==> config.mk <==
export PLATFORM = sky130hd
export DESIGN_NAME = pwts_scale
export DESIGN_NICKNAME = d
export VERILOG_FILES = /design/src/assert_macros.svh /design/src/pwts_pkg.sv /design/src/pwts_scale.sv
export SDC_FILE = /design/constraint.sdc
export NUM_CORES = 2
export LEC_CHECK = 0
export BUFFER_PORTS_ARGS = -buffer_cell sky130_fd_sc_hd__buf_4
export CORE_AREA = 10 10 508 510
export CTS_BUF_LIST = sky130_fd_sc_hd__clkbuf_16
export DETAILED_ROUTE_END_ITERATION = 7
export DIE_AREA = 0 0 518 520
export MAX_ROUTING_LAYER = met4
export PLACE_DENSITY = 0.44
export RECOVER_POWER = 25
export SYNTH_ARGS = -nofsm -noshare
export SYNTH_HDL_FRONTEND = slang
export SYNTH_SLANG_ARGS = --single-unit
==> constraint.sdc <==
create_clock -name clk_i -period 16.7 [get_ports clk_i]
set_input_delay 3.34 -clock clk_i [delete_from_list [all_inputs] [get_ports clk_i]]
set_output_delay 3.34 -clock clk_i [all_outputs]
set_load 0.03 [all_outputs]
==> src/assert_macros.svh <==
// Assertion macros shared by the projection pipeline modules.
// Each macro expands to one labeled concurrent assertion on the given clock and reset.
`ifndef ASSERT_MACROS_SVH
`define ASSERT_MACROS_SVH

// Same-cycle implication, disabled while reset is asserted.
`define PWTS_ASSERT_IMPL(lbl, clk, rst_n, a, b) \
  lbl: assert property (@(posedge clk) disable iff (!rst_n) (a) |-> (b)) \
    else $error("implication check failed");

// Next-cycle implication, disabled while reset is asserted.
`define PWTS_ASSERT_NEXT(lbl, clk, rst_n, a, b) \
  lbl: assert property (@(posedge clk) disable iff (!rst_n) (a) |=> (b)) \
    else $error("next-cycle check failed");

`endif

==> src/pwts_pkg.sv <==
// Shared types and constants for the world-to-screen projection pipeline.
// No dependencies; used by the top level, pwts_scale, pwts_div_step and the checker.
package pwts_pkg;

  // Configuration register indexes.
  localparam logic [7:0] REG_ROW0_C01 = 8'd0;
  localparam logic [7:0] REG_ROW0_C23 = 8'd1;
  localparam logic [7:0] REG_ROW1_C01 = 8'd2;
  localparam logic [7:0] REG_ROW1_C23 = 8'd3;
  localparam logic [7:0] REG_ROW3_C01 = 8'd4;
  localparam logic [7:0] REG_ROW3_C23 = 8'd5;
  localparam logic [7:0] REG_WIDTH    = 8'd6;
  localparam logic [7:0] REG_HEIGHT   = 8'd7;

  // Near limit 0.1 in Q16.16, moved to the Q34.30 clip scale.
  localparam logic signed [63:0] NEAR_Q30 = 64'sd6554 * 64'sd16384;

  localparam int unsigned QBITS = 16;

  // One division lane: partial remainder and the shift word that feeds
  // dividend bits in from the top and collects quotient bits at the bottom.
  typedef struct packed {
    logic [63:0]      rem;
    logic [QBITS-1:0] nq;
  } lane_t;

  typedef struct packed {
    logic        vld;
    logic        on;
    logic [62:0] w;
    lane_t       x;
    lane_t       y;
  } div_t;

endpackage

==> src/pwts_scale.sv <==
// Culling against the near limit and viewport, then scaling of the dividends.
// Depends on pwts_pkg for the near limit and the divider record type.
module pwts_scale (
  input  logic               clk_i,
  input  logic               rst_ni,
  input  logic               en_i,
  input  logic               vld_i,
  input  logic signed [63:0] cx_i,
  input  logic signed [63:0] cy_i,
  input  logic signed [63:0] cw_i,
  input  logic [11:0]        width_i,
  input  logic [11:0]        height_i,
  output pwts_pkg::div_t     div_o
);

  logic        vld_q;
  logic        on_d, on_q;
  logic [63:0] tx_d, ty_d;
  logic [62:0] tx_q, ty_q, w_q;
  logic [77:0] nx, ny;
  logic [79:0] nx_d, ny_d;
  pwts_pkg::div_t div_d, div_q;

  always_comb begin
    on_d = (cw_i >= pwts_pkg::NEAR_Q30) && !(cx_i < -cw_i) && !(cx_i > cw_i)
        && !(cy_i < -cw_i) && !(cy_i > cw_i);
    tx_d = 64'(cx_i + cw_i);
    ty_d = 64'(cw_i - cy_i);
  end

  always_ff @(posedge clk_i or negedge rst_ni) begin
    if (!rst_ni) begin
      vld_q <= 1'b0;
    end else if (en_i) begin
      vld_q <= vld_i;
    end
  end

  always_ff @(posedge clk_i) begin
    if (en_i) begin
      on_q <= on_d;
      tx_q <= tx_d[62:0];
      ty_q <= ty_d[62:0];
      w_q  <= cw_i[62:0];
    end
  end

  // Off-screen points feed a zero dividend over a divisor of one, so their
  // quotient comes out zero whatever clip w was.
  always_comb begin
    nx     = tx_q * {width_i, 3'b0};
    ny     = ty_q * {height_i, 3'b0};
    nx_d   = on_q ? {2'b0, nx} : '0;
    ny_d   = on_q ? {2'b0, ny} : '0;
    div_d.vld   = vld_q;
    div_d.on    = on_q;
    div_d.w     = on_q ? w_q : 63'd1;
    div_d.x.rem = nx_d[79:16];
    div_d.x.nq  = nx_d[15:0];
    div_d.y.rem = ny_d[79:16];
    div_d.y.nq  = ny_d[15:0];
  end

  always_ff @(posedge clk_i or negedge rst_ni) begin
    if (!rst_ni) begin
      div_q <= '0;
    end else if (en_i) begin
      div_q <= div_d;
    end
  end

  assign div_o = div_q;

endmodule

======== Yosys cells after proc, flatten, opt, wreduce, memory -nomap -nowiden ========
Cells that the tools add are included.
word-level totals
  bits in registers ....................... 416
  logic and storage cells ................. 33
  output and inout bits ................... 225
cells by class
  $lt $le $gt $ge ......................... 5
  muxes and demuxes ....................... 3
  $mul .................................... 2
  add/subtract/negate cells ............... 3
  reductions and logical operators ........ 8
operators by type and width
  operator                count
  $mux W78                2
  $mul A63 B12 Y75        2
  $gt A64 B64 Y1          2
  $lt A64 B64 Y1          2
  $ge A64 B28 Y1 const B  1
  $neg A64 Y64            1
  $add A63 B63 Y63        1
  $mux W63                1
  $sub A63 B63 Y63        1
  $logic_and A1 B1 Y1     4
  $logic_not A1 Y1        4

======== Logic depth before layout (Yosys ltp) ========
  depth after elaboration ................. 7
  gate-level depth with buffers ........... 25
  gate-level depth less buffers ........... 23

======== Worst setup path before layout ========
OpenSTA, ideal clock, no wires.
  path kind ............................... input to register
  start ................................... input width_i[8]
  end ..................................... register div_q, in the netlist div_o[154]
  cell stages on the path ................. 24
  slack ................................... 7171 ps
  library setup time ...................... 121 ps
  arrival ................................. 9408 ps
  cell sequence ........................... clkbuf_1 -> clkbuf_1 -> nand2_1 -> fa_1 -> inv_1 -> fa_1 -> fa_1 -> fa_1 -> inv_1 -> fa_1 -> inv_1 -> ha_1 -> buf_2 -> and4_1 -> nand3_1 -> or3_1 -> a2111oi_1 -> nor3_2 -> or3_1 -> a31oi_1 -> and3_1 -> a31oi_1 -> xnor2_1 -> a22o_1
on the way
  cells in the longest elaborated chain, start to end .. 2
ends and longest elaborated chain
  what                    RTL line          source
  start: declaration      pwts_scale.sv:11  input logic [11:0] width_i,
  $mul A63 B12 Y75        pwts_scale.sv:51  nx = tx_q * {width_i, 3'b0};
  $mux W78                pwts_scale.sv:53  nx_d = on_q ? {2'b0, nx} : '0;
  end signal: assignment  pwts_scale.sv:68  div_q <= div_d;
  end: declaration        pwts_scale.sv:22  pwts_pkg::div_t div_d, div_q;
Every way passes these cells.
A chain may end at the register's enable or synchronous reset.

======== Worst setup path after layout ========
  start ................................... input width_i[4]
  end ..................................... register div_q, in the netlist div_o[156]
The elaborated chain is that of the path after synthesis.

==> metrics.md <==
| Metric | Value |
|---|---|
| # fillers | `about 26000` |
| GRT met1 Usage | `roughly 28%` |
| Via-to-Cell Ratio | `about 4.9` |
| Register area share after synthesis | `between 10% and 20%` |
| Primary FF master, synth | `dfrtp_1` |
| Reg area | `roughly 11000 um^2` |
| HP Class | `reg2reg` |
| Outcome | `finished with violations` |
| DRT antenna net count | `0` |
| First-pass GRT wire length | `between 400000 and 500000 um` |
| Initial Util | `between 20% and 30%` |
| Crit-path leading delay family | `adder cells` |
| Initial antenna violation count | `71` |
| FF+latch count, synth | `around 410` |
| CTS sink count | `approximately 410` |
| Num CTS Buffers | `56` |
| Post-Route Setup TNS | `0 ns` |
| Mapped cell area | `roughly 74000 um^2` |
| Drt initial violations | `roughly 4000` |
| GRT Total Usage | `between 20% and 30%` |
| Kind of critical path | `in2reg` |
| Setup violators final | `0` |
| Critical Path Fanout Max | `between 60 and 70` |
| DIE AREA | `269400 um^2` |
| Max Buffers Root-to-Sink | `3` |
| H-tree levels | `2` |
| Clk_skew | `around 0.048 ns` |
| Max incr delay on CP | `roughly 0.95 ns` |
| M3 GR Usage | `between 2 and 3%` |
| Setup bufs post-CTS | `0` |
| HPWL after DPL | `between 200000 and 250000 um` |
| Port bufs | `~430` |
| Most Crowded Layer GR | `met2` |
| CTS tree | `built` |
| Die X | `518 um` |
| Crit path time final | `about 10 ns` |
| Final worst-path cycle share | `between 60% and 70%` |
| GR Util met2 | `a little under a third` |
| Crit end category | `flop` |
| Final Hold Fails | `0` |
| CP required | `between 15 and 20 ns` |
| Multi-input gate area | `roughly 55000 um^2` |
| Via count | `58848` |
| Failing checks | `capacitance limit, slew limit` |
| Post-CTS Hold Buffers | `0` |
| Skew-Pair Late Insertion Delay | `about 0.73 ns` |
| RSZ-0062 raised after global routing | `false` |
| Root Buffer | `clkbuf_16` |
| Pin count of the biggest net entering global routing | `81` |
| Async set or reset register ratio after synthesis | `53.20%` |
| Core Area | `about 250000 um^2` |
| WL/cell | `22.70 um` |
| Max Fclk | `slightly below 0.1 GHz` |
| Post-synth EDFFs | `190` |
| Slew at the pin with the worst max-slew slack | `between 5 and 6 ns` |
| MaxCap Viol Count | `5` |
| HP Start | `w_q[1]` |
| Slew HR | `-238.5%` |
| Final Max Slew Viols | `232` |
| Nets@finish | `~11000` |
| Final wirelength | `around 270000 um` |
| Synthesized area per cell | `slightly below 9 um^2` |
| Ports | `445` |
| Crit path max-delay cell type | `o311ai_1` |
| Leading post-synthesis cells by cell area | `fa_1 33%, ha_1 10%, inv_1 8.2%` |
| Post-synth cell types | `just over 90` |
| Site Rows | `about 180` |
| Area growth, synth to finish | `10.48%` |
| Post-CTS Resized | `0` |
| Layout cell share with drive strength beyond 1 | `6.406%` |
| Post-synth top area share | `between 30 and 40%` |
| Worst Path Arrival | `between 10 and 15 ns` |
| Synth area leader | `fa_1` |
| Bufs and invs on worst path | `4` |
| Worst r2r src | `tx_q[4]` |
| Gate Count Post-Synth | `8440` |
| GRT Residual Overflow | `0` |
| Remaining DRCs | `0` |
| Vias in the first global route | `roughly 63000` |
| Synth warnings | `0` |
| Gpl congestion | `0.9364` |
| CP Cell Sequence | `buf_4 -> nand2_1 -> fa_1 -> fa_1 -> inv_1 -> ha_1 -> fa_1 -> inv_1 -> fa_1 -> inv_1 -> ha_1 -> a21o_1 -> o21bai_1 -> o311ai_1 -> a2111oi_1 -> nor3_2 -> o21a_1 -> o21ai_1 -> or3_1 -> o41ai_2 -> xnor2_1 -> a22o_1` |
| Most used cell along the critical path | `fa_1` |
| Crit start category | `primary input` |
| Worst Setup SP | `width_i[4]` |
| Clk slew on worst S/H paths | `approximately 0.060 ns` |
| Die Span Y | `about 520 um` |
| Drt pass-1 iters | `6` |
==> logic make-up after synthesis <==
kind of cell             synth area share, %
adder cells (fa/ha/maj)                43.24
buffers and inverters                  10.72
flip-flops                             15.00
AO/OA/AOI/OAI                          11.81
other                               0.005062
XOR/XNOR                               3.618
AND/OR/NAND/NOR                        15.54
multiplexers                         0.07094
==> worst min-delay path, delay by kind of cell (launching register included) <==
family / cells / cell delay [ns]
flip-flops: 1 / 0.32
AND/OR/NAND/NOR: 1 / 0.06
AO/OA/AOI/OAI: 1 / 0.06
==> sequential cells by signal (all words and copies together) (netlist names) <==
signal  flops
ty_q       63
vld_q       1
div_o     215
w_q        63
on_q        1
tx_q       63
==> synth_stat cells, types with 28 or more instances <==
| master | count |
|---|---|
| nor4_1 | 35 |
| and3_1 | 33 |
| clkbuf_1 | 439 |
| fa_1 | 1222 |
| xnor2_1 | 227 |
| a21o_1 | 186 |
| nor2b_1 | 53 |
| nor2_1 | 211 |
| edfxtp_1 | 190 |
| ha_1 | 605 |
| dfrtp_1 | 216 |
| a211oi_1 | 28 |
| and2_1 | 398 |
| nand2b_1 | 32 |
| inv_1 | 1628 |
| nor3_1 | 53 |
| nand3_1 | 156 |
| a22o_1 | 114 |
| a21oi_1 | 379 |
| nand4_1 | 111 |
| a31oi_1 | 34 |
| nand2_1 | 1303 |
| o21ai_0 | 254 |
| xor2_1 | 79 |
| o21bai_1 | 80 |
==> worst paths after layout <==
check | to | slack [ns] | cells after the start
setup / recovery | div_o[156] | 6.42 | 22
hold / removal | div_o[161] | 0.48 | 2
setup reg to reg | div_o[154] | 9.14 | 20
hold reg to reg | div_o[161] | 0.48 | 2
max in group asynchronous | div_o[32] | 8.11 | 3
min in group asynchronous | div_o[142] | 4.47 | 1
==> metrics by stage <==
stage | std cells | hold WS [ns] | instance area (um^2) | util, % | worst slack, ns
floorplan | 8449 | 0.4546 | 74110 | - | 7.171
global placement | 11779 | 0.4574 | 80030 | 32.30 | 5.728
detailed placement | 11779 | 0.4692 | 80030 | 32.30 | 5.755
CTS | 11885 | 0.4832 | 82010 | 33.10 | 6.551
global route | 11925 | 0.5062 | 81840 | 33.03 | 6.076
finish | 11928 | 0.4782 | 81840 | 33.04 | 6.423
==> layer usage <==
metal	wire length, um	share of wire, %
met2	124800	46
met5	0	0
met1	125100	46
met3	12040	4.4
met4	8778	3.2
==> area by class of cell <==
class                      instances  share of cell area, %
sequential                       406                  13.58
clock inverter                    46                 0.5794
timing repair buffer             471                  4.008
tap                             3330                  5.091
antenna                           43                 0.1315
clock buffer                      60                  1.835
inverter                        1630                  7.482
multi-input combinational       5942                  67.30
==> layout by cell type (no fill, tap or decap), drive strengths merged, types with 212 or more instances in the layout <==
cell type / count
buf: 403
inv: 1643
ha: 605
dfrtp: 216
o21ai: 268
fa: 1222
xnor2: 227
and2: 398
nor2: 212
nand2: 1303
a21oi: 379
Power is not shown: default switching activity piles up to over one toggle a cycle in this logic, so the estimate is an artifact.
