$ cat src/assert_macros.svh
// Assertion macros shared by the projection pipeline modules.
// Each macro expands to one labeled concurrent assertion on the given clock and reset.
`ifndef ASSERT_MACROS_SVH
`define ASSERT_MACROS_SVH

// Same-cycle implication, disabled while reset is asserted.
`define PWTS_ASSERT_IMPL(lbl, clk, rst_n, a, b) \
  lbl: assert property (@(posedge clk) disable iff (!rst_n) (a) |-> (b)) \
    else $error("implication check failed");

// Next-cycle implication, disabled while reset is asserted.
`define PWTS_ASSERT_NEXT(lbl, clk, rst_n, a, b) \
  lbl: assert property (@(posedge clk) disable iff (!rst_n) (a) |=> (b)) \
    else $error("next-cycle check failed");

`endif

$ cat src/pwts_pkg.sv
// Shared types and constants for the world-to-screen projection pipeline.
// No dependencies; used by the top level, pwts_scale, pwts_div_step and the checker.
package pwts_pkg;

  // Configuration register indexes.
  localparam logic [7:0] REG_ROW0_C01 = 8'd0;
  localparam logic [7:0] REG_ROW0_C23 = 8'd1;
  localparam logic [7:0] REG_ROW1_C01 = 8'd2;
  localparam logic [7:0] REG_ROW1_C23 = 8'd3;
  localparam logic [7:0] REG_ROW3_C01 = 8'd4;
  localparam logic [7:0] REG_ROW3_C23 = 8'd5;
  localparam logic [7:0] REG_WIDTH    = 8'd6;
  localparam logic [7:0] REG_HEIGHT   = 8'd7;

  // Near limit 0.1 in Q16.16, moved to the Q34.30 clip scale.
  localparam logic signed [63:0] NEAR_Q30 = 64'sd6554 * 64'sd16384;

  localparam int unsigned QBITS = 16;

  // One division lane: partial remainder and the shift word that feeds
  // dividend bits in from the top and collects quotient bits at the bottom.
  typedef struct packed {
    logic [63:0]      rem;
    logic [QBITS-1:0] nq;
  } lane_t;

  typedef struct packed {
    logic        vld;
    logic        on;
    logic [62:0] w;
    lane_t       x;
    lane_t       y;
  } div_t;

endpackage

$ cat src/pwts_div_step.sv
// One registered restoring-division step for both lanes of the divider.
// Depends on pwts_pkg for the divider record and assert_macros.svh for checks.
`include "assert_macros.svh"

module pwts_div_step (
  input  logic           clk_i,
  input  logic           rst_ni,
  input  logic           en_i,
  input  pwts_pkg::div_t div_i,
  output pwts_pkg::div_t div_o
);

  pwts_pkg::div_t div_d, div_q;
  logic [63:0]    rx, ry;
  logic           gx, gy;

  always_comb begin
    rx = {div_i.x.rem[62:0], div_i.x.nq[pwts_pkg::QBITS-1]};
    ry = {div_i.y.rem[62:0], div_i.y.nq[pwts_pkg::QBITS-1]};
    gx = rx >= {1'b0, div_i.w};
    gy = ry >= {1'b0, div_i.w};
    div_d = div_i;
    div_d.x.rem = gx ? rx - {1'b0, div_i.w} : rx;
    div_d.y.rem = gy ? ry - {1'b0, div_i.w} : ry;
    div_d.x.nq  = {div_i.x.nq[pwts_pkg::QBITS-2:0], gx};
    div_d.y.nq  = {div_i.y.nq[pwts_pkg::QBITS-2:0], gy};
  end

  always_ff @(posedge clk_i or negedge rst_ni) begin
    if (!rst_ni) begin
      div_q <= '0;
    end else if (en_i) begin
      div_q <= div_d;
    end
  end

  assign div_o = div_q;

  // The partial remainder must stay below the divisor after every step.
  `PWTS_ASSERT_IMPL(a_rem_x_below_w, clk_i, rst_ni, div_q.vld, div_q.x.rem < {1'b0, div_q.w})
  `PWTS_ASSERT_IMPL(a_rem_y_below_w, clk_i, rst_ni, div_q.vld, div_q.y.rem < {1'b0, div_q.w})

endmodule

$ cat config.mk
export PLATFORM = sky130hd
export DESIGN_NAME = pwts_div_step
export DESIGN_NICKNAME = d
export VERILOG_FILES = /design/src/pwts_pkg.sv /design/src/pwts_div_step.sv
export VERILOG_INCLUDE_DIRS = /design/src /design/src/src
export SDC_FILE = /design/constraint.sdc
export NUM_CORES = 1
export LEC_CHECK = 0
export ABC_AREA = 1
export BUFFER_PORTS_ARGS = -buffer_cell sky130_fd_sc_hd__buf_4
export CORE_ASPECT_RATIO = 1.4
export CORE_MARGIN = 10
export CORE_UTILIZATION = 28
export DETAILED_ROUTE_END_ITERATION = 7
export PLACE_DENSITY = 0.52
export SYNTH_ARGS = -nofsm -noshare
export SYNTH_HDL_FRONTEND = slang
export SYNTH_SLANG_ARGS = --single-unit
$ cat constraint.sdc
create_clock -name clk_i -period 0.8 [get_ports clk_i]
set_input_delay 0.04 -clock clk_i [delete_from_list [all_inputs] [get_ports clk_i]]
set_output_delay 0.04 -clock clk_i [all_outputs]
set_load 0.005 [all_outputs]
=== Word level (Yosys, flattened, before mapping) ===
Cells that the tools add are included.

* Add/sub/neg operators: 2
* Multiply operators: 0
* Div/mod/pow operators: 0
* $lt $le $gt $ge: 2
* Equality and inequality tests: 0
* Shifts and indexed selects: 0
* Mux-type cells: 2
* Bitwise operators: 0
* Reductions and logical operators: 0

{| class="wikitable"
|+ Operators by type and width
! operator !! count
|-
| 64-bit by 63-bit >= comparator with 1-bit output || 2
|-
| 64-bit 2-to-1 mux || 2
|-
| 64-bit by 63-bit subtractor with 64-bit output || 2
|}

* Register bits: 225
* Bits in latches: 0
* Memory bits (writable): 0
* ROM bits: 0
* Output and inout port bits: 225
* Memories: 0

=== Logic depth before layout (Yosys ltp) ===
Gate-level depths: netlist of run 1.

* Word-level depth: 2
* Depth in mapped cells: 19
* Mapped depth without buffers: 18

=== Worst setup path after synthesis of run 1 ===
OpenSTA, ideal clock, no wires.

* Kind: input -> register
* From: input div_i[95] (netlist bit)
* To: register div_q, in the netlist div_o[150]
* Library setup time: 0.116 ns
* Arrival time: 1.904 ns
* Path slack: -1.220 ns
* Cell stages on the path: 19
* Path through: inv_1 -> ha_1 -> fa_1 -> inv_1 -> nand3_1 -> nand2_4 -> nand2_1 -> nand2_2 -> nand2_1 -> nand2_2 -> nand2_2 -> nand3_2 -> nand2_4 -> nand2_4 -> buf_6 -> buf_8 -> nand3_1 -> nand2_1 -> nand2_1

* Cells in the longest elaborated chain, start to end: 2

{| class="wikitable"
|+ RTL lines
! item !! RTL line !! RTL
|-
| start, declared || pwts_div_step.sv:9 || <nowiki>input pwts_pkg::div_t div_i,</nowiki>
|-
| 64-bit by 63-bit subtractor with 64-bit output or 64-bit by 63-bit >= comparator with 1-bit output (tied branches) || pwts_div_step.sv:23, pwts_div_step.sv:20 ||
|-
| 64-bit 2-to-1 mux * || pwts_div_step.sv:23 || <nowiki>div_d.x.rem = gx ? rx - {1'b0, div_i.w} : rx;</nowiki>
|-
| end signal, assigned || pwts_div_step.sv:33 || <nowiki>div_q <= div_d;</nowiki>
|-
| end, declared || pwts_div_step.sv:13 || <nowiki>pwts_pkg::div_t div_d, div_q;</nowiki>
|}

Mark *: on every way between the ends. The rest lies on a longest branch, timed or not.
A chain may end at the register's enable or synchronous reset.

=== Worst setup path in the final report of run 1 ===
* From: input div_i[180] (netlist bit)
* To: register div_q, in the netlist div_o[17]

* Cells in the longest elaborated chain, start to end: 2

{| class="wikitable"
|+ RTL lines
! item !! RTL line !! RTL
|-
| 64-bit by 63-bit >= comparator with 1-bit output || pwts_div_step.sv:21 || <nowiki>gy = ry >= {1'b0, div_i.w};</nowiki>
|-
| 64-bit 2-to-1 mux || pwts_div_step.sv:24 || <nowiki>div_d.y.rem = gy ? ry - {1'b0, div_i.w} : ry;</nowiki>
|}

Every way passes these cells.

==> run metrics, run 1 <==
ratio of routed vias to standard cells 4.548; number of DRC violations after detailed routing 0; number of storage elements in the synthesis netlist 225; setup repair after global routing missed its margin true; total power density per cell area 1366 nW/um^2; type of the most critical hold path in2reg; die width 258.8 microns; launch point of the critical path div_i[180]; number of flip-flops under the largest register name 225; number of buffers added by the clock tree synthesis step 26; overall power of the completed layout 55,040 uW; post-synthesis sequential area ratio 25.18%; count of input and output buffers 450; tightest slew margin relative to the limit 70.28%; total of warnings raised by yosys 0; root buffer cell clkbuf_16; Clock transition at path regs 0.07 ns; count of endpoints failing hold in the final timing report 10; critical path, cell by cell buf_4 > clkinvlp_4 > ha_4 > nand2_4 > nor2_4 > nand2_2 > nor2_4 > nand4_1 > nand3_2 > nand2_4 > nand2_8 > clkbuf_16 > clkbuf_16 > nand2_2 > nand3_2 > nand2_1; worst hold-check slack -0.2803 ns; maximum net fanout on the critical path 6; depth of the worst register-to-register path 2; global routing usage on met1 28.64%; internal reg-to-reg setup slack 0.07 ns; f_max 564.7 MHz; maximum root-to-sink buffer count 3; number of library cell types mapped by synthesis 36; starting DRC count in detailed routing 1,830; floorplan core area 79,070 sq um; transition at the pin with the smallest max-transition slack 0.4411 ns; critical path type in2reg; layer with the highest usage after global routing met2; Critical R2R Launch div_o[47]$_DFFE_PN0P_; Final Slew Violations 0; GRT Util Overall 26.67%; clk sink count 225; count of buffer and inverter cells on the critical path 4; Die Area 91,720 sq um; number of top-level pins 453; post-route setup slack -0.9709 ns; IR drop worst, VDD 0.001916 V; TritonCTS clock tree yes; GRT overflow 0; master of the slowest instance on the critical path ha_4; Crit path required time 1.30 ns; layout cell share with drive strength beyond 1 36.99%; area added between synthesis and finish 80.20%; static leakage power 0.02250 uW; vertical die dimension 354.4 microns; critical path capture point div_o[17]$_DFFE_PN0P_; post-route antenna net violation count 0; worst-case clock skew 0 ns; syn avg cell area 5.625 sq um; final core occ 50.95%; syn nets 4,331; wire length of the first global-routing pass 183,700 microns; Final period util 221.4%; pin count of the biggest net entering global routing 53; HP Start div_i[160]; number of cells produced by synthesis 3,975; outcome finished, violations left; initial core utilization 28.28%; detail-routed net length per standard cell 20.11 microns; number of nets in the finished design 5,731; largest stage delay on the critical path 0.41 ns; endpoint type of the worst setup path register; number of detailed-routing iterations run before antenna repair 5; cell total after placement 6,069; met3 Resource Use GR 3.409%; number of antenna violations at the first check in global routing 8; total of max-cap violations 0; Routed Wire Length 129,700 microns; total number of H-tree levels 1; via count 29.34k; insertion delay to the later sink of the worst-skew pair 0.58 ns; final RePlAce weighted congestion 1.019; failing checks negative hold slack, negative setup slack; final setup violation count 360; non-filler instance count after layout 6,451; minimum clock period after layout 1.771 ns; post-placement setup slack -1.833 ns; met2 track utilization from global routing 49.94%; type of origin of the critical path input port; worst flop-to-flop path endpoint div_o[47]$_DFFE_PN0P_; # rows 122; vias in the first global route 29.35k; estimated wirelength of the detail-placed design 103,900 microns; post-synth design cell area 22,360 sq um; Critical Path Stages 16; kind of cell adding the most delay to the critical path simple AND/OR/NAND/NOR gates; critical path data arrival time 2.27 ns
==> worst min-delay path, delay by kind of cell <==
kind	cells	cell delay, ns
buffers and inverters	1	0.12
and+or+nand+nor	2	0.13
==> metal layers <==
layer	vias to the layer above	wire length [microns]
met1	13545	48760
met4	6	8033
met2	835	66980
met5	-	36
met3	263	5937
li1	14690	-
==> power by group <==
part           switching, uW  total (uW)  internal (uW)
clock network           5520       13200           7630
logic                  14500       27700          13200
registers               1130       14200          13000
total                  21200       55000          33800
==> kinds of logic after synthesis <==
family,synth area share [%]
AO/OA/AOI/OAI,3.654
XOR/XNOR,2.429
adder cells (fa/ha/maj),7.230
buffers and inverters,14.81
flip-flops,25.18
AND/OR/NAND/NOR,46.69
==> cell usage after synthesis <==
library cell	instances	share of area (%)
o21bai_1	2	0.067
xor2_1	3	0.12
buf_1	4	0.067
buf_6	11	0.55
nor2_2	11	0.31
nand2_4	4	0.20
buf_2	12	0.27
a21oi_2	2	0.078
nand3b_1	80	2.7
nor4_1	3	0.084
nor2_1	195	3.3
o21ai_0	74	1.7
and3_1	3	0.084
fa_1	2	0.18
nand4_1	26	0.73
nand3_1	198	4.4
nor3_2	2	0.090
a21oi_1	80	1.8
xnor2_1	59	2.3
and2_1	1	0.028
dfrtp_1	225	25
inv_2	11	0.18
nand2_1	1978	33
nand2_2	10	0.28
clkbuf_1	53	0.89
clkinv_1	4	0.067
nand3_2	12	0.54
o21ai_1	1	0.022
inv_1	748	13
o21ai_2	1	0.039
nor2_4	2	0.10
buf_12	1	0.090
or2_2	1	0.028
ha_1	126	7.1
nor3_1	28	0.63
buf_8	2	0.13
==> layout by cell type, fill, tap and decap left out, types with 4 or more instances in the layout <==
cell type / netlist / routed
nand2_1: 1978 / 1696
buf_4: 0 / 1122
inv_1: 748 / 667
nand2_2: 10 / 231
dfrtp_1: 225 / 223
dlygate4sd3_1: 0 / 223
nand3_1: 198 / 131
nor2_1: 195 / 108
ha_4: 0 / 90
nand3b_1: 80 / 80
o21ai_0: 74 / 70
nand3_2: 12 / 66
nand2_4: 4 / 61
nor2_2: 11 / 55
inv_2: 11 / 54
a21oi_1: 80 / 53
xnor2_1: 59 / 53
nor2_4: 2 / 45
buf_12: 1 / 45
buf_6: 11 / 37
clkinvlp_4: 0 / 35
ha_1: 126 / 33
clkbuf_16: 0 / 33
nand4_1: 26 / 26
a21oi_2: 2 / 26
nand3_4: 0 / 13
nor3_2: 2 / 13
buf_16: 0 / 13
nor3_1: 28 / 12
buf_8: 2 / 8
nor3_4: 0 / 5
o21ai_1: 1 / 5
xnor2_2: 0 / 5
diode_2: 0 / 4
nand2_8: 0 / 4
clkinv_2: 0 / 4
bufinv_16: 0 / 4
clkbuf_8: 0 / 4
==> metrics by stage <==
step | hold slack (ns) | TNS [ns] | area [sq um]
after floorplan | -0.2556 | -142.27 | 22670
after global placement | 0.008249 | -234.75 | 32400
after detailed placement | 0.01255 | -239.75 | 32400
after CTS | -0.2913 | -200.94 | 37800
after global routing | -0.2892 | -212.93 | 40290
final | -0.2803 | -199.23 | 40290
==> cell type report <==
class                   instances  area [sq um]
clock buffers                  33         716.9
multi-input cells            2904         16770
diodes                          4         10.01
inverters                     763          3029
fillers                      8161         38780
well taps                    1054          1319
repair buffers               1455         12630
flip-flops and latches        225          5633
clock inverters                13         190.2
==> what timing repair did <==
| action | CTS | global route |
|---|---|---|
| gates resized for setup | 362 | 495 |
| pin swaps | 53 | 197 |
| hold buffers | 220 | 3 |
| cloned | 12 | 8 |
| setup buffers | 51 | 38 |
| setup endpoints to repair | 355 | 356 |
| endpoints found under the hold margin | 441 | 9 |
==> worst min path at each step <==
stage                                  end  cells past startpoint
floorplan             div_o[0]$_DFFE_PN0P_                      0
finish              div_o[160]$_DFFE_PN0P_                      3
detailed placement  div_o[210]$_DFFE_PN0P_                      2
global route        div_o[160]$_DFFE_PN0P_                      3
CTS                 div_o[160]$_DFFE_PN0P_                      3
global placement    div_o[210]$_DFFE_PN0P_                      2
Note: power is estimated with default switching activity, not from simulation.
==> run 2, diff against run 1 <==
--- a/config.mk
+++ b/config.mk
@@ -8,11 +8,13 @@
 export LEC_CHECK = 0
 export ABC_AREA = 1
 export BUFFER_PORTS_ARGS = -buffer_cell sky130_fd_sc_hd__buf_4
+export CAP_MARGIN = 40
 export CORE_ASPECT_RATIO = 1.4
 export CORE_MARGIN = 10
 export CORE_UTILIZATION = 28
 export DETAILED_ROUTE_END_ITERATION = 7
-export PLACE_DENSITY = 0.52
+export PLACE_DENSITY_LB_ADDON = 0.08
 export SYNTH_ARGS = -nofsm -noshare
 export SYNTH_HDL_FRONTEND = slang
 export SYNTH_SLANG_ARGS = --single-unit
+export TNS_END_PERCENT = 50
==> run metrics, run 2 (synthesis results as in run 1) <==
outcome finished, violations left; failing checks negative hold slack, negative setup slack; insertion delay to the later sink of the worst-skew pair 0.60 ns; number of flip-flops under the largest register name 225; clk sink count 225; count of endpoints failing hold in the final timing report 7; total number of H-tree levels 1; most frequent cells in the layout 1,724 x nand2_1, 1,094 x buf_4, 669 x inv_1; non-filler instance count after layout 6,432; root buffer cell clkbuf_16; area post-placement 32,400 sq um; number of antenna violations at the first check in global routing 3; critical path data arrival time 2.21 ns; area added between synthesis and finish 76.61%; static leakage power 0.02216 uW; number of nets in the finished design 5,710; via count 28.86k; transition at the pin with the smallest max-transition slack 0.5758 ns; setup repair after global routing missed its margin true; estimated wirelength of the detail-placed design 104,800 microns; minimum clock period after layout 1.719 ns; final RePlAce weighted congestion 1.002; count of input and output buffers 450; critical path type in2reg; layout cell share with drive strength beyond 1 35.52%; GRT overflow 0; number of detailed-routing iterations run before antenna repair 6; IR drop worst, VDD 0.001524 V; detail-routed net length per standard cell 19.93 microns; number of top-level pins 453; Final period util 214.8%; Clock transition at path regs 0.06 ns; launch point of the critical path div_i[198]; Crit path required time 1.29 ns; maximum root-to-sink buffer count 3; ratio of routed vias to standard cells 4.487; final setup violation count 512; worst hold-check slack -0.1809 ns; Die Area 91,720 sq um; # rows 122; number of DRC violations after detailed routing 0; worst-case clock skew 0 ns; post-route antenna net violation count 0; wire length of the first global-routing pass 185,600 microns; final core occ 49.94%; number of buffers added by the clock tree synthesis step 28; cell total after placement 6,079; type of origin of the critical path input port; vertical die dimension 354.4 microns; Critical R2R Launch div_o[177]$_DFFE_PN0P_; type of the most critical hold path in2reg; endpoint type of the worst setup path register; post-placement setup slack -1.778 ns; pin count of the biggest net entering global routing 68; total power density per cell area 1365 nW/um^2; tightest slew margin relative to the limit 61.49%; post-route setup slack -0.9187 ns; Routed Wire Length 128,200 microns; f_max 581.8 MHz; initial core utilization 28.28%; vias in the first global route 29.87k; TritonCTS clock tree yes; total of max-cap violations 0; GRT Util Overall 26.79%; cell area after layout 39,490 sq um; Final Slew Violations 0; most frequent standard cell in the layout excluding fill and tap cells nand2_1; HP Start div_i[119]; die width 258.8 microns; starting DRC count in detailed routing 1,504; floorplan core area 79,070 sq um; maximum net fanout on the critical path 4
-- run 2: where the power goes --
part	total (uW)	switching [uW]	internal, uW
Sequential	14200	1120	13000
Clock	12800	5590	7250
Combinational	26900	14100	12800
Total	53900	20800	33100
-- run 2: layout make-up --
type	count	area [sq um]
Antenna cell	4	10.01
Sequential cell	225	5639
Multi-Input combinational cell	2904	16190
Tap cell	1054	1319
Clock inverter	12	96.34
Timing Repair Buffer	1432	12410
Inverter	763	3030
Fill cell	8380	39580
Clock buffer	38	798.3
-- run 2: what timing repair did --
action | CTS | global route
pin swaps | 47 | 115
hold buffers | 225 | 4
cloned | 7 | 4
gates resized for setup | 315 | 432
setup buffers | 41 | 18
endpoints found under the setup margin | 355 | 513
hold endpoints to repair | 447 | 8
-- run 2: layer usage --
metal / up-vias / GRT usage (%) / part of all wire (%)
met3: 211 / 3.054 / 4.0
met4: 0 / 12.11 / 5.5
met2: 684 / 50.54 / 52
met5: - / 0 / 0
li1: 14643 / - / -
met1: 13322 / 29.33 / 39
-- run 2: worst paths after layout --
path	endpoint	slack, ns	cells after the start
setup / recovery	div_o[98]$_DFFE_PN0P_	-0.92	19
hold / removal	div_o[120]$_DFFE_PN0P_	-0.18	4
setup reg to reg	div_o[177]$_DFFE_PN0P_	0.07	2
hold reg to reg	div_o[2]$_DFFE_PN0P_	0.47	2
max in group asynchronous	div_o[138]$_DFFE_PN0P_	-0.41	5
min in group asynchronous	div_o[22]$_DFFE_PN0P_	0.01	3
-- run 2: critical path, stage by stage --
cell	delay, ns
buf_4	0.09
clkinvlp_4	0.16
buf_12	0.19
ha_4	0.22
nand2_4	0.10
inv_4	0.05
nand2_4	0.08
inv_2	0.04
nand2_2	0.05
nand2_2	0.07
a21oi_4	0.16
nor2_4	0.05
nor2_4	0.18
buf_8	0.17
buf_6	0.14
clkbuf_16	0.17
nand3b_1	0.09
nand3_2	0.07
nand2_1	0.06
-- run 2: stage by stage --
stage	setup TNS, ns	total power, uW
2_1_floorplan	-145.65	23810
3_3_place_gp	-220.39	36950
3_5_place_dp	-223.29	36920
4_1_cts	-243.31	52700
5_1_grt	-260.21	57300
6_report	-238.87	53900
